**src/rtl/core/tlc_pkg.sv**
```systemverilog
// ----------------------------------------------------------------------------
// Traffic light controller package
// Shared types, codes and reset constants for the two-way traffic light
// controller.
// ----------------------------------------------------------------------------
package tlc_pkg;

  localparam int unsigned CountW = 8;
  localparam int unsigned CfgW   = 8;

  localparam logic [CountW-1:0] ClearTimeRst    = 8'd80;
  localparam logic [CountW-1:0] ApproachTimeRst = 8'd20;

  typedef enum logic [1:0] {
    OP_TICK  = 2'd0,
    OP_ON    = 2'd1,
    OP_OFF   = 2'd2,
    OP_FORCE = 2'd3
  } op_e;

  typedef enum logic [2:0] {
    PH_OFF  = 3'd0,
    PH_ACLR = 3'd1,
    PH_ATOB = 3'd2,
    PH_BCLR = 3'd3,
    PH_BTOA = 3'd4
  } phase_e;

  typedef enum logic [1:0] {
    LT_OFF   = 2'd0,
    LT_STOP  = 2'd1,
    LT_APPR  = 2'd2,
    LT_CLEAR = 2'd3
  } light_e;

  typedef enum logic {
    CFG_CLEAR_TIME    = 1'b0,
    CFG_APPROACH_TIME = 1'b1
  } cfg_idx_e;

  localparam logic STREET_A = 1'b0;

  typedef struct packed {
    logic [1:0] operation;
    logic       street;
  } in_beat_t;

  typedef struct packed {
    logic [1:0] light_a;
    logic [1:0] light_b;
  } out_beat_t;

  typedef struct packed {
    logic [CountW-1:0] clear_time;
    logic [CountW-1:0] approach_time;
  } cfg_t;

  typedef struct packed {
    phase_e            phase;
    logic [CountW-1:0] countdown;
    light_e            lamp_a;
    light_e            lamp_b;
  } tlc_state_t;

endpackage

```
**src/rtl/core/tlc_cfg.sv**
```systemverilog
// ----------------------------------------------------------------------------
// Traffic light controller configuration registers
// Holds the clear and approach countdown times written through the plain
// write port.
// ----------------------------------------------------------------------------
module tlc_cfg (
  input  logic                          clk_i,
  input  logic                          rst_ni,
  input  logic                          cfg_we_i,
  input  logic                          cfg_idx_i,
  input  logic [tlc_pkg::CfgW-1:0]      cfg_data_i,
  output tlc_pkg::cfg_t                 cfg_o
);

  tlc_pkg::cfg_t cfg_d, cfg_q;

  always_comb begin
    cfg_d = cfg_q;
    if (cfg_we_i) begin
      unique case (tlc_pkg::cfg_idx_e'(cfg_idx_i))
        tlc_pkg::CFG_CLEAR_TIME:    cfg_d.clear_time    = cfg_data_i[tlc_pkg::CountW-1:0];
        tlc_pkg::CFG_APPROACH_TIME: cfg_d.approach_time = cfg_data_i[tlc_pkg::CountW-1:0];
        default: ;
      endcase
    end
  end

  always_ff @(posedge clk_i or negedge rst_ni) begin
    if (!rst_ni) begin
      cfg_q.clear_time    <= tlc_pkg::ClearTimeRst;
      cfg_q.approach_time <= tlc_pkg::ApproachTimeRst;
    end else begin
      cfg_q <= cfg_d;
    end
  end

  assign cfg_o = cfg_q;

endmodule

```
**src/rtl/core/tlc_step.sv**
```systemverilog
// ----------------------------------------------------------------------------
// Traffic light controller step logic
// Computes the controller state that one operation leaves behind.
// ----------------------------------------------------------------------------
module tlc_step (
  input  tlc_pkg::in_beat_t   beat_i,
  input  tlc_pkg::cfg_t       cfg_i,
  input  tlc_pkg::tlc_state_t state_i,
  output tlc_pkg::tlc_state_t state_o
);

  tlc_pkg::op_e                 op;
  tlc_pkg::phase_e              phase_d;
  logic [tlc_pkg::CountW-1:0]   count_d;
  tlc_pkg::light_e              lamp_a_d;
  tlc_pkg::light_e              lamp_b_d;
  logic                         expired;

  assign op      = tlc_pkg::op_e'(beat_i.operation);
  assign expired = (state_i.phase != tlc_pkg::PH_OFF) && (state_i.countdown == '0);

  // Phase and countdown.
  always_comb begin
    phase_d = state_i.phase;
    count_d = state_i.countdown;
    unique case (op)
      tlc_pkg::OP_TICK: begin
        if (state_i.phase != tlc_pkg::PH_OFF) begin
          if (state_i.countdown != '0) begin
            count_d = state_i.countdown - 1'b1;
          end else begin
            unique case (state_i.phase)
              tlc_pkg::PH_ACLR: begin
                phase_d = tlc_pkg::PH_ATOB;
                count_d = cfg_i.clear_time;
              end
              tlc_pkg::PH_ATOB: begin
                phase_d = tlc_pkg::PH_BCLR;
                count_d = cfg_i.approach_time;
              end
              tlc_pkg::PH_BCLR: begin
                phase_d = tlc_pkg::PH_BTOA;
                count_d = cfg_i.clear_time;
              end
              tlc_pkg::PH_BTOA: begin
                phase_d = tlc_pkg::PH_ACLR;
                count_d = cfg_i.approach_time;
              end
              default: ;
            endcase
          end
        end
      end
      tlc_pkg::OP_ON: begin
        if (state_i.phase == tlc_pkg::PH_OFF) begin
          phase_d = tlc_pkg::PH_ACLR;
          count_d = '0;
        end
      end
      tlc_pkg::OP_OFF: begin
        phase_d = tlc_pkg::PH_OFF;
        count_d = '0;
      end
      tlc_pkg::OP_FORCE: begin
        if (state_i.phase != tlc_pkg::PH_OFF) begin
          if (beat_i.street == tlc_pkg::STREET_A) begin
            if (state_i.lamp_a == tlc_pkg::LT_CLEAR || state_i.lamp_a == tlc_pkg::LT_APPR) begin
              phase_d = tlc_pkg::PH_ACLR;
              count_d = '0;
            end else if (state_i.lamp_b != tlc_pkg::LT_APPR) begin
              phase_d = tlc_pkg::PH_BTOA;
              count_d = '0;
            end
          end else begin
            if (state_i.lamp_b == tlc_pkg::LT_APPR || state_i.lamp_b == tlc_pkg::LT_CLEAR) begin
              phase_d = tlc_pkg::PH_BCLR;
              count_d = '0;
            end else if (state_i.lamp_a != tlc_pkg::LT_APPR) begin
              phase_d = tlc_pkg::PH_ATOB;
              count_d = '0;
            end
          end
        end
      end
      default: ;
    endcase
  end

  // Lights.
  always_comb begin
    lamp_a_d = state_i.lamp_a;
    lamp_b_d = state_i.lamp_b;
    if (op == tlc_pkg::OP_OFF) begin
      lamp_a_d = tlc_pkg::LT_OFF;
      lamp_b_d = tlc_pkg::LT_OFF;
    end else if (op == tlc_pkg::OP_TICK && expired) begin
      unique case (state_i.phase)
        tlc_pkg::PH_ACLR: begin
          lamp_a_d = tlc_pkg::LT_CLEAR;
          lamp_b_d = tlc_pkg::LT_STOP;
        end
        tlc_pkg::PH_ATOB: begin
          lamp_a_d = tlc_pkg::LT_APPR;
          lamp_b_d = tlc_pkg::LT_STOP;
        end
        tlc_pkg::PH_BCLR: begin
          lamp_a_d = tlc_pkg::LT_STOP;
          lamp_b_d = tlc_pkg::LT_CLEAR;
        end
        tlc_pkg::PH_BTOA: begin
          lamp_a_d = tlc_pkg::LT_STOP;
          lamp_b_d = tlc_pkg::LT_APPR;
        end
        default: ;
      endcase
    end
  end

  assign state_o.phase     = phase_d;
  assign state_o.countdown = count_d;
  assign state_o.lamp_a    = lamp_a_d;
  assign state_o.lamp_b    = lamp_b_d;

endmodule

```
**src/rtl/core/two_way_traffic_light_controller.sv**
```systemverilog
// ----------------------------------------------------------------------------
// Two-way traffic light controller
// Each accepted beat goes to the input register, its result to the output
// register. One beat per cycle unless the output stalls; the input register
// feeds the step logic, whose result lands in the output register together
// with the new state. Reset clears the pipeline, turns the controller off
// with both lights off, and sets the clear and approach times to 80 and 20.
// ----------------------------------------------------------------------------
module two_way_traffic_light_controller (
  input  logic                     clk_i,
  input  logic                     rst_ni,
  input  logic                     in_valid_i,
  output logic                     in_ready_o,
  input  tlc_pkg::in_beat_t        in_beat_i,
  output logic                     out_valid_o,
  input  logic                     out_ready_i,
  output tlc_pkg::out_beat_t       out_beat_o,
  input  logic                     cfg_we_i,
  input  logic                     cfg_idx_i,
  input  logic [tlc_pkg::CfgW-1:0] cfg_data_i
);

  tlc_pkg::cfg_t       cfg;
  tlc_pkg::tlc_state_t state_d, state_q, step_state;
  tlc_pkg::in_beat_t   s1_beat_d, s1_beat_q;
  tlc_pkg::out_beat_t  out_beat_d, out_beat_q;
  logic                s1_valid_d, s1_valid_q;
  logic                out_valid_d, out_valid_q;
  logic                s1_adv;
  logic                in_fire;

  tlc_cfg u_cfg (
    .clk_i      (clk_i),
    .rst_ni     (rst_ni),
    .cfg_we_i   (cfg_we_i),
    .cfg_idx_i  (cfg_idx_i),
    .cfg_data_i (cfg_data_i),
    .cfg_o      (cfg)
  );

  tlc_step u_step (
    .beat_i  (s1_beat_q),
    .cfg_i   (cfg),
    .state_i (state_q),
    .state_o (step_state)
  );

  assign s1_adv     = s1_valid_q && (!out_valid_q || out_ready_i);
  assign in_ready_o = !s1_valid_q || s1_adv;
  assign in_fire    = in_valid_i && in_ready_o;

  always_comb begin
    s1_valid_d  = s1_valid_q;
    s1_beat_d   = s1_beat_q;
    out_valid_d = out_valid_q;
    out_beat_d  = out_beat_q;
    state_d     = state_q;
    if (out_valid_q && out_ready_i) begin
      out_valid_d = 1'b0;
    end
    if (s1_adv) begin
      s1_valid_d         = 1'b0;
      out_valid_d        = 1'b1;
      state_d            = step_state;
      out_beat_d.light_a = step_state.lamp_a;
      out_beat_d.light_b = step_state.lamp_b;
    end
    if (in_fire) begin
      s1_valid_d = 1'b1;
      s1_beat_d  = in_beat_i;
    end
  end

  always_ff @(posedge clk_i or negedge rst_ni) begin
    if (!rst_ni) begin
      s1_valid_q        <= 1'b0;
      out_valid_q       <= 1'b0;
      state_q.phase     <= tlc_pkg::PH_OFF;
      state_q.countdown <= '0;
      state_q.lamp_a    <= tlc_pkg::LT_OFF;
      state_q.lamp_b    <= tlc_pkg::LT_OFF;
    end else begin
      s1_valid_q  <= s1_valid_d;
      out_valid_q <= out_valid_d;
      state_q     <= state_d;
    end
  end

  always_ff @(posedge clk_i) begin
    s1_beat_q  <= s1_beat_d;
    out_beat_q <= out_beat_d;
  end

  assign out_valid_o = out_valid_q;
  assign out_beat_o  = out_beat_q;

`ifndef NO_ASSERTIONS
  // While the controller is off, the countdown is cleared.
  a_off_count : assert property (@(posedge clk_i) disable iff (!rst_ni)
    state_q.phase == tlc_pkg::PH_OFF |-> state_q.countdown == '0)
    else $error("countdown nonzero while off");

  // While the controller is off, both lights are off.
  a_off_lamps : assert property (@(posedge clk_i) disable iff (!rst_ni)
    state_q.phase == tlc_pkg::PH_OFF |->
      (state_q.lamp_a == tlc_pkg::LT_OFF && state_q.lamp_b == tlc_pkg::LT_OFF))
    else $error("lights on while controller off");

  // While street A may go, street B is stopped.
  a_no_conflict : assert property (@(posedge clk_i) disable iff (!rst_ni)
    (state_q.lamp_a == tlc_pkg::LT_CLEAR || state_q.lamp_a == tlc_pkg::LT_APPR) |->
      state_q.lamp_b == tlc_pkg::LT_STOP)
    else $error("conflicting lights");

  // A held input beat keeps its register and does not touch the state.
  a_s1_hold : assert property (@(posedge clk_i) disable iff (!rst_ni)
    (s1_valid_q && !s1_adv) |=> (s1_valid_q && $stable(s1_beat_q) && $stable(state_q)))
    else $error("stalled beat lost or state changed");

  // The output register reflects the lights after each processed beat.
  a_out_match : assert property (@(posedge clk_i) disable iff (!rst_ni)
    s1_adv |=> (out_valid_q && out_beat_q.light_a == state_q.lamp_a
                && out_beat_q.light_b == state_q.lamp_b))
    else $error("result does not match light state");
`endif

endmodule
```
**config.mk**
```make
export PLATFORM = sky130hd
export DESIGN_NAME = two_way_traffic_light_controller
export DESIGN_NICKNAME = d
export VERILOG_FILES = /design/src/rtl/core/tlc_pkg.sv /design/src/rtl/core/tlc_cfg.sv /design/src/rtl/core/tlc_step.sv /design/src/rtl/core/two_way_traffic_light_controller.sv
export SDC_FILE = /design/constraint.sdc
export NUM_CORES = 1
export LEC_CHECK = 0
export ABC_AREA = 0
export BUFFER_PORTS_ARGS = -buffer_cell sky130_fd_sc_hd__clkbuf_2
export CORE_MARGIN = 5
export CORE_UTILIZATION = 55
export CTS_BUF_LIST = sky130_fd_sc_hd__clkbuf_8
export CTS_CLUSTER_DIAMETER = 80
export DETAILED_ROUTE_END_ITERATION = 8
export PLACE_DENSITY = 0.75
export RECOVER_POWER = 25
export SLEW_MARGIN = 5
export SYNTH_ARGS = -nofsm -noshare
export SYNTH_HDL_FRONTEND = slang
export SYNTH_SLANG_ARGS = --single-unit
```
**constraint.sdc**
```tcl
create_clock -name clk_i -period 3.2 [get_ports clk_i]
set_input_delay 0.16 -clock clk_i [delete_from_list [all_inputs] [get_ports clk_i]]
set_output_delay 0.16 -clock clk_i [all_outputs]
set_load 0.05 [all_outputs]
```
[Yosys cells after proc, flatten, opt, wreduce, memory -nomap -nowiden]
Cells that the tools add are included.
Word-level totals
  input port bits: 17
  memories: 0
  word-level logic and storage cells: 93
  memory bits (read-only): 0
  register bits: 40
  latch bits: 0
  bits in writable memories: 0
Cells by class
  bitwise gates (word level): 1
  multiplexer cells: 32
  divide/modulo/power cells: 0
  magnitude comparators: 0
  reductions and logical operators: 26
  shift-type cells: 0
  add/sub/neg operators: 1
  multiply operators: 0
  eq/ne operators: 21
Operator list (number)
  2-to-1 mux 8 bit: 9
  one-hot mux 8 bit (4 select lines): 1
  2-to-1 mux 3 bit: 9
  one-hot mux 3 bit (4 select lines): 2
  one-hot mux 8 bit (2 select lines): 1
  == test 2 bit (second input constant): 6
  one-hot mux 2 bit (3 select lines): 2
  zero test 8 bit: 1
  2-to-1 mux 2 bit: 4
  inequality test 4 x 2 -> 1 bit (second input constant): 2
  AND reduction 8 bit: 1
  nonzero test 8 bit: 1
  OR reduction 2 bit: 4
  subtractor 8 x 1 -> 8 bit (second input constant): 1
  AND reduction 7 bit: 1
  == test 3 x 2 -> 1 bit (second input constant): 2
  inequality test 2 x 1 -> 1 bit (second input constant): 3
  inequality test 2 bit (second input constant): 3
  logical AND 1 bit: 5
  inequality test 5 bit (second input constant): 1
  logical OR 1 bit: 4
  2-to-1 mux 1 bit: 4
  inequality test 4 x 3 -> 1 bit (second input constant): 1
  AND reduction 2 bit: 2
  9 further kinds: 11

[Depth between registers and ports, before layout]
Gate-level depths: netlist of run 1.
  depth after elaboration: 6
  depth in mapped cells: 8

[Cells and area by module]
Synthesis of run 1 repeated with hierarchy kept, for this count alone.
Second synthesis, totals
  cell total of the unflattened synthesis: 224
  area total of the unflattened synthesis: 2509.9 um2
Modules (own cells, without submodules)
  tlc_step: times used 1, cells each 142, area each 948.4 um2, sequential area each 0.0 um2
  two_way_traffic_light_controller: times used 1, cells each 47, area each 914.6 um2, sequential area each 635.6 um2
  tlc_cfg: times used 1, cells each 35, area each 646.9 um2, sequential area each 405.4 um2

[Least setup slack after synthesis of run 1]
Ideal clock, no wire load.
  kind: reg2reg
  from: reg state_q[4] (netlist bit)
  to: reg state_q[12] (netlist bit)
  path slack: 1.208 ns
  library setup time: 0.125 ns
  buffers on the path: 0
  arrival: 1.867 ns
  cell stages (with the launch flop): 8
  clock period less this slack: 1.992 ns
  data required time: 3.075 ns
  cell sequence: dfrtp_1 -> inv_1 -> ha_1 -> or3b_2 -> nor2_8 -> nand2_2 -> a21oi_4 -> mux2_4
On the way
  word-level cells in the longest chain between the ends: 3
Ends and longest elaborated chain
  from (decl): RTL line two_way_traffic_light_controller.sv:24  | tlc_pkg::tlc_state_t state_d, state_q, step_state;
  from (signal assigned): RTL line two_way_traffic_light_controller.sv:85  | state_q <= state_d;
  nonzero test 8 bit: RTL line tlc_step.sv:29  | if (state_i.countdown != '0) begin
  inequality test 2 bit (no line)
  AND reduction 8 bit (no line)
No other way between the ends.
A chain may end at the register's enable or synchronous reset.

[Final worst setup path of run 1]
  from: reg state_q[12] (netlist bit)
  to: reg state_q[7] (netlist bit)
On the way
  word-level cells in the longest chain between the ends: 6
Ends and longest elaborated chain
  == test 3 x 2 -> 1 bit (tied with other cells): RTL line tlc_step.sv:32  | unique case (state_i.phase)
  OR reduction 2 bit (no line)
  one-hot mux 8 bit (2 select lines): RTL line tlc_step.sv:32
  2-to-1 mux 8 bit: RTL line tlc_step.sv:29
  2-to-1 mux 8 bit: RTL line tlc_step.sv:28  | if (state_i.phase != tlc_pkg::PH_OFF) begin
  one-hot mux 8 bit (4 select lines): RTL line tlc_step.sv:26  | unique case (op)
Parallel ways exist; a longest one is shown, timed or not. The select of a mux whose other input is x is not followed.

==> results.py, run 1 <==
metrics = {
    "yosys": {
        "synth.distinct_cells": 58,
        "post_synth_most_frequent_cells": "dfrtp_1, nor2_1, mux2_2, nand2_1, o21ai_0",
        "yosysWarnings": 0,
        "synth_largest_area_cell": "dfrtp_1",
        "syn-cell-area_um2": 2190,
        "synthesized_area_per_cell_um2": 11.0,
        "synth_top_flop_cell": "dfrtp_1",
        "ys_seq_elements": 40,
        "netlist_instances": 200,
        "synth_top_cell_area_share_pct": 33.1,
        "synth_fp_nets": 218,
        "synth.top_cells.by_area": "dfrtp_1, edfxtp_1, mux2_2, dfstp_2, nor2_1",
        "synth_most_common_cell": "dfrtp_1",
        "share_of_flip_flops_with_an_asynchronous_set_or_reset_pct": 82.5,
        "yosysSeqAreaShare_pct": 47.5,
        "edff_count_synth": 7,
    },
    "global_route": {
        "grt_start_max_net_pins": 34,
        "grt_pass1_wl_mm": 7.29,
        "number_of_global_route_vias_before_repair": 1538,
        "gr-usage-all-layers_pct": 17.6,
        "overflow": 0,
        "antenna_found_initial": 0,
    },
    "routing": {
        "route.vias.total": 1556,
        "detail-route-antenna-nets": 0,
        "firstDrtPassIters": 4,
        "route.detailed.vias_per_inst": 5.68,
        "detail_route.drc_violations": 0,
        "totalWireLength_mm": 4.13,
        "routedWlPerCell_um": 15.1,
        "drtIter0Drc": 146,
    },
    "die": {
        "initial_standard_cell_utilization_of_the_core_pct": 55.6,
        "chipWidth_um": 73.1,
        "num_io_pins": 23,
        "rows": 23,
        "design.core.area_um2": 3940,
        "die-area_um2": 5350,
        "floorplan.die.height_um": 73.1,
    },
    "clocking": {
        "tritoncts": "built",
        "insertion_delay_ns": 0.29,
        "cts.sinks": 40,
        "post_cts.resized_instances": 0,
        "clock_tree.root_cell": "clkbuf_8",
        "numCtsBuffers": 5,
        "cts-root-to-sink-buffers": 2,
        "ctsHtreeMaxLevel": 2,
        "clkSlewWorstSetupHoldPaths_ns": 0.08,
    },
    "power": {
        "power.ir.vdd_worst_v": 0.000546,
        "switching_share_pct": 41.2,
        "p_switching_uw": 924,
        "power_report.internal_total_mw": 1.32,
        "pwr-share-clk_pct": 18.2,
        "leakage_nw": 0.991,
        "power_density_nw_per_um2": 914,
        "power_frac_seq_pct": 36.9,
        "totalPowerFinal_mw": 2.24,
        "combPwrFrac_pct": 44.9,
    },
    "setup_path": {
        "regToRegStartpoint": "state_q[12]",
        "worst_r2r_endpoint": "state_q[7]",
        "critPathMaxFanout": 13,
        "arrival_time_worst_endpoint_ns": 2.54,
        "crit_path_max_incr_delay_ns": 0.53,
        "cp-startpoint": "state_q[12]",
        "critical_path.endpoint": "state_q[7]",
        "cp_cell_sequence": "nor3_2 > mux2i_1 > nand4_1 > a2111oi_2 > a21o_1",
        "setup.reg_to_reg.worst_slack_ns": 0.89,
        "r2r_cells": 5,
        "critical_path.endpoint_type": "flop",
        "crit_type": "flop to flop",
        "critical_path.startpoint_type": "flop",
        "critPathRequiredTime_ns": 3.43,
        "cpMaxStageDelayCell": "dfrtp_1",
    },
    "sta": {
        "finalCritPeriodShare_pct": 72.2,
        "setup-tns-final_ns": 0,
        "finalSetupViolCount": 0,
        "fmax_mhz": 433,
        "worst-slew-pin-transition_ns": 1.72,
        "fin_ws_ns": 0.890,
        "rsz0062_at_grt": "no",
        "timing.final.hold_violations": 0,
        "finalCriticalPeriod_ns": 2.31,
        "final_max_slew_viol_count": 34,
        "slew_headroom_pct": -14.6,
        "whs_ns": 0.0488,
        "clock-skew-final_ns": 0.00788,
    },
    "place": {
        "place_area_um2": 2330,
        "dpl_hpwl_mm": 3.06,
        "preCtsSetupSlack_ns": 0.909,
        "place.gp.congestion": 0.841,
        "number_of_buffer_cells_added_on_primary_ports": 22,
    },
    "outcome": {
        "status": "finished with violations",
        "violations": "capacitance limit, slew limit",
    },
    "cells_and_area": {
        "num-fill-cells": 326,
        "area_growth_from_synthesis_to_layout_pct": 11.8,
        "final_cell_area_um2": 2450,
        "final_net_count": 241,
        "num_antenna_cells": 0,
        "layout-drive-gt1-share_pct": 29.0,
    },
    "min_path": {
        "min-delay-path-class": "primary input to flop",
    },
    "flow_run": {
        "timing.max_cap.violations": 1,
    },
}
-- kinds of logic after synthesis --
logic type                 after synthesis  synth area share [%]
and+or+nand+nor                         70                  19.1
AOI/OAI and AO/OA                       46                  15.0
DFF                                     40                  47.5
muxes                                   27                  14.1
buffers and inverters                   13                  2.57
xor gates and xnor gates                 3                  1.20
adders and majority gates                1                 0.571
-- how the worst min path moves through the flow --
stage,cells past startpoint,to,from,slack (ns)
after floorplan,0,out_valid_o,rst_ni,-0.14
after global placement,1,s1_valid_q,rst_ni,0.29
after detailed placement,1,u_cfg.cfg_o[6],rst_ni,0.29
after CTS,1,s1_beat_q[0],in_beat_i[0],0.04
after global routing,1,s1_beat_q[2],in_beat_i[2],0.04
final,1,s1_beat_q[0],in_beat_i[0],0.05
-- sequential cells by signal (all words and copies together), names as in the netlist --
register,count
s1_beat_q,3
u_cfg.cfg_o,16
s1_valid_q,1
state_q,15
out_valid_o,1
out_beat_o,4
-- power by group through the flow --
stage                     Clock (mW)  Combinational [mW]  Sequential [mW]
after floorplan                    0               0.832            0.797
after global placement             0                1.00            0.829
after detailed placement           0                1.00            0.833
after CTS                      0.415                1.01            0.824
after global routing           0.443                1.11            0.849
final                          0.408                1.01            0.827
-- placed cells by master, fill, tap and decap left out, types with 3 or more instances in the layout --
cell | netlist | layout
mux2i_1 | 5 | 5
o21ai_1 | 8 | 8
clkbuf_2 | 0 | 17
o21ai_0 | 9 | 9
dfrtp_1 | 29 | 29
dfstp_2 | 4 | 3
mux2_2 | 17 | 17
edfxtp_1 | 7 | 7
nand3_1 | 3 | 3
a31oi_1 | 3 | 3
clkbuf_1 | 4 | 5
mux2_4 | 3 | 3
clkbuf_8 | 0 | 5
a22o_1 | 3 | 3
nor2_1 | 18 | 18
a211oi_1 | 3 | 3
nor2b_1 | 6 | 6
nand2b_1 | 5 | 5
inv_1 | 5 | 5
nand2_1 | 11 | 11
nor3_1 | 6 | 6
-- layout make-up --
type | instances | area, µm² | area share [%]
multi-input combinational | 147 | 1090 | 44.7
timing repair buffer | 24 | 121 | 4.95
clock buffer | 5 | 68.8 | 2.81
clock inverter | 3 | 42.5 | 1.74
sequential | 40 | 1040 | 42.5
tap | 50 | 62.6 | 2.55
inverter | 5 | 18.8 | 0.766
-- what timing repair did --
action,4_1_cts,5_1_grt
setup buffers,0,0
endpoints found under the setup margin,0,0
hold buffers,1,0
endpoints found under the hold margin,29,0
-- worst max-delay path, delay by kind of cell, from the launching register on --
kind	cells	cell delay (ns)
AND/OR/NAND/NOR	2	0.86
AO/OA/AOI/OAI	2	0.56
flip-flops	1	0.53
multiplexers	1	0.31
-- through the flow --
stage | util (%) | cells
after detailed placement | 59.2 | 265
after floorplan | - | 200
after global placement | 59.2 | 265
final | 62.1 | 274
after CTS | 62.3 | 274
after global routing | 62.1 | 274
-- per-layer routing --
metal	track usage [%]	share of wire (%)	wire (µm)	vias up
met3	5.37	3.9	161	2
met4	3.28	0.32	13	0
li1	-	-	-	787
met2	26.9	47	1930	23
met5	0	0	0	-
met1	24.8	49	2020	744
(Power assumes the default switching activity.)
==> run 2: changes to the inputs <==
==> constraint.sdc (replaced) <==
create_clock -name clk_i -period 2.2 [get_ports clk_i]
set_input_delay 0.11 -clock clk_i [delete_from_list [all_inputs] [get_ports clk_i]]
set_output_delay 0.11 -clock clk_i [all_outputs]
set_load 0.05 [all_outputs]
==> results.py, run 2 (synthesis gave the netlist of run 1 again) <==
metrics = {
    "routing": {
        "firstDrtPassIters": 5,
        "routedWlPerCell_um": 15.6,
        "detail-route-antenna-nets": 0,
        "route.detailed.vias_per_inst": 5.74,
        "drtIter0Drc": 163,
        "route.vias.total": 1631,
        "totalWireLength_mm": 4.44,
        "detail_route.drc_violations": 0,
    },
    "sta": {
        "final_max_slew_viol_count": 0,
        "finalCritPeriodShare_pct": 93.2,
        "slew_headroom_pct": 44.7,
        "clock-skew-final_ns": 0.00916,
        "fin_ws_ns": 0.150,
        "finalSetupViolCount": 0,
        "fmax_mhz": 488,
        "rsz0062_at_grt": "no",
        "setup-tns-final_ns": 0,
        "finalCriticalPeriod_ns": 2.05,
        "worst-slew-pin-transition_ns": 0.829,
        "timing.final.hold_violations": 0,
    },
    "clocking": {
        "post_cts_buffers": 0,
        "cts.sinks": 40,
        "numCtsBuffers": 5,
        "tritoncts": "built",
        "clock_tree.root_cell": "clkbuf_8",
        "insertion_delay_ns": 0.30,
        "ctsHtreeMaxLevel": 2,
        "clkSlewWorstSetupHoldPaths_ns": 0.08,
        "cts-root-to-sink-buffers": 2,
    },
    "power": {
        "power.ir.vdd_worst_v": 0.000647,
        "leakage_nw": 1.07,
        "power_density_nw_per_um2": 1410,
    },
    "cells_and_area": {
        "largest_register_ffs": 16,
        "leading_cell_types_in_the_layout_fill_and_taps_excluded": "dfrtp_1, clkbuf_2, nor2_1",
        "most_common_cell_after_layout_fill_and_taps_aside": "dfrtp_1",
        "final_net_count": 251,
        "layout-drive-gt1-share_pct": 32.1,
        "area_growth_from_synthesis_to_layout_pct": 18.3,
        "num-fill-cells": 302,
        "num_antenna_cells": 0,
    },
    "min_path": {
        "min-delay-path-class": "primary input to flop",
        "min_to": "s1_valid_q",
        "min_delay_path_depth": 2,
        "worstHoldStart": "in_valid_i",
    },
    "setup_path": {
        "critPathMaxFanout": 5,
        "crit_type": "flop to flop",
        "arrival_time_worst_endpoint_ns": 2.23,
        "critical_path.endpoint_type": "flop",
        "critical_path.startpoint_type": "flop",
        "setup.reg_to_reg.worst_slack_ns": 0.15,
        "critPathRequiredTime_ns": 2.38,
        "r2r_cells": 7,
        "worst_r2r_endpoint": "state_q[12]",
        "regToRegStartpoint": "state_q[4]",
    },
    "outcome": {
        "status": "completed",
    },
    "global_route": {
        "antenna_found_initial": 0,
        "number_of_global_route_vias_before_repair": 1613,
        "grt_start_max_net_pins": 34,
        "overflow": 0,
        "grt_pass1_wl_mm": 7.62,
        "gr-usage-all-layers_pct": 18.4,
    },
    "die": {
        "floorplan.die.height_um": 73.1,
        "num_io_pins": 23,
        "die-area_um2": 5350,
        "initial_standard_cell_utilization_of_the_core_pct": 55.6,
        "design.core.area_um2": 3940,
        "rows": 23,
        "chipWidth_um": 73.1,
    },
    "flow_run": {
        "timing.max_cap.violations": 0,
    },
    "place": {
        "preCtsSetupSlack_ns": 0.0572,
        "number_of_buffer_cells_added_on_primary_ports": 22,
        "place.gp.congestion": 0.824,
        "dpl_hpwl_mm": 3.13,
    },
}
[run 2: cell types whose count changed in the layout (fill, tap and decap cells not counted), moves of 2 or more]
cell | previous run | this run
dlygate4sd3_1 | 1 | 4
bufinv_16 | 1 | 3
clkbuf_2 | 17 | 20
clkbuf_1 | 5 | 2
buf_4 | 1 | 8
[run 2: layout make-up]
| cell class | instances | area, µm² | area share [%] |
|---|---|---|---|
| clock buffer | 5 | 68.8 | 2.65 |
| clock inverter | 3 | 90.1 | 3.47 |
| inverter | 5 | 18.8 | 0.724 |
| multi-input combinational | 147 | 1100 | 42.6 |
| sequential | 40 | 1040 | 40.2 |
| tap | 50 | 62.6 | 2.41 |
| timing repair buffer | 34 | 208 | 8.01 |
[run 2: power breakdown]
group          switching [mW]  internal, mW  leakage (nW)  total [mW]
logic                   0.937         0.750         0.521        1.69
clock network           0.262         0.567        0.0784       0.829
registers               0.201         0.948         0.473        1.15
[run 2: worst max path at each step]
stage               startpoint          end  slack, ns  depth (start not counted)
floorplan           state_q[4]  state_q[12]       0.21                          7
global placement    state_q[4]  state_q[14]       0.14                          7
detailed placement  state_q[4]  state_q[12]       0.06                          7
CTS                 state_q[4]  state_q[12]       0.04                          7
global route        state_q[4]  state_q[12]       0.05                          7
finish              state_q[4]  state_q[12]       0.15                          7
[run 2: through the flow]
stage / power [mW] / hold slack (ns) / area (µm²) / util, % / instances
2_1_floorplan: 2.37 / -0.186 / 2190 / - / 200
3_3_place_gp: 2.77 / 0.240 / 2390 / 60.6 / 272
3_5_place_dp: 2.79 / 0.244 / 2390 / 60.6 / 272
4_1_cts: 3.64 / 0.0277 / 2590 / 65.6 / 284
5_1_grt: 3.90 / 0.0474 / 2590 / 65.8 / 284
6_report: 3.67 / 0.0226 / 2590 / 65.8 / 284
[run 2: timing repair]
item | in CTS | in global routing
hold endpoints to repair | 32 | 0
hold buffers | 4 | 0
gates resized for setup | 0 | 2
endpoints found under the setup margin | 0 | 4
[run 2: per-layer routing]
metal | share of wire [%] | track usage, % | wire length [µm] | up-vias
met5 | 0 | 0 | 0 | -
met4 | 1.3 | 4.71 | 57 | 0
met3 | 5.5 | 4.41 | 245 | 7
met2 | 47 | 28.2 | 2090 | 43
met1 | 46 | 26.1 | 2050 | 779
li1 | - | - | - | 802
[run 2: critical path: stages (launching register included)]
cell	delay [ns]
dfrtp_1	0.43
inv_1	0.09
ha_1	0.23
or3b_4	0.44
nor2_8	0.13
nand2_2	0.08
a21oi_4	0.21
mux2_4	0.31
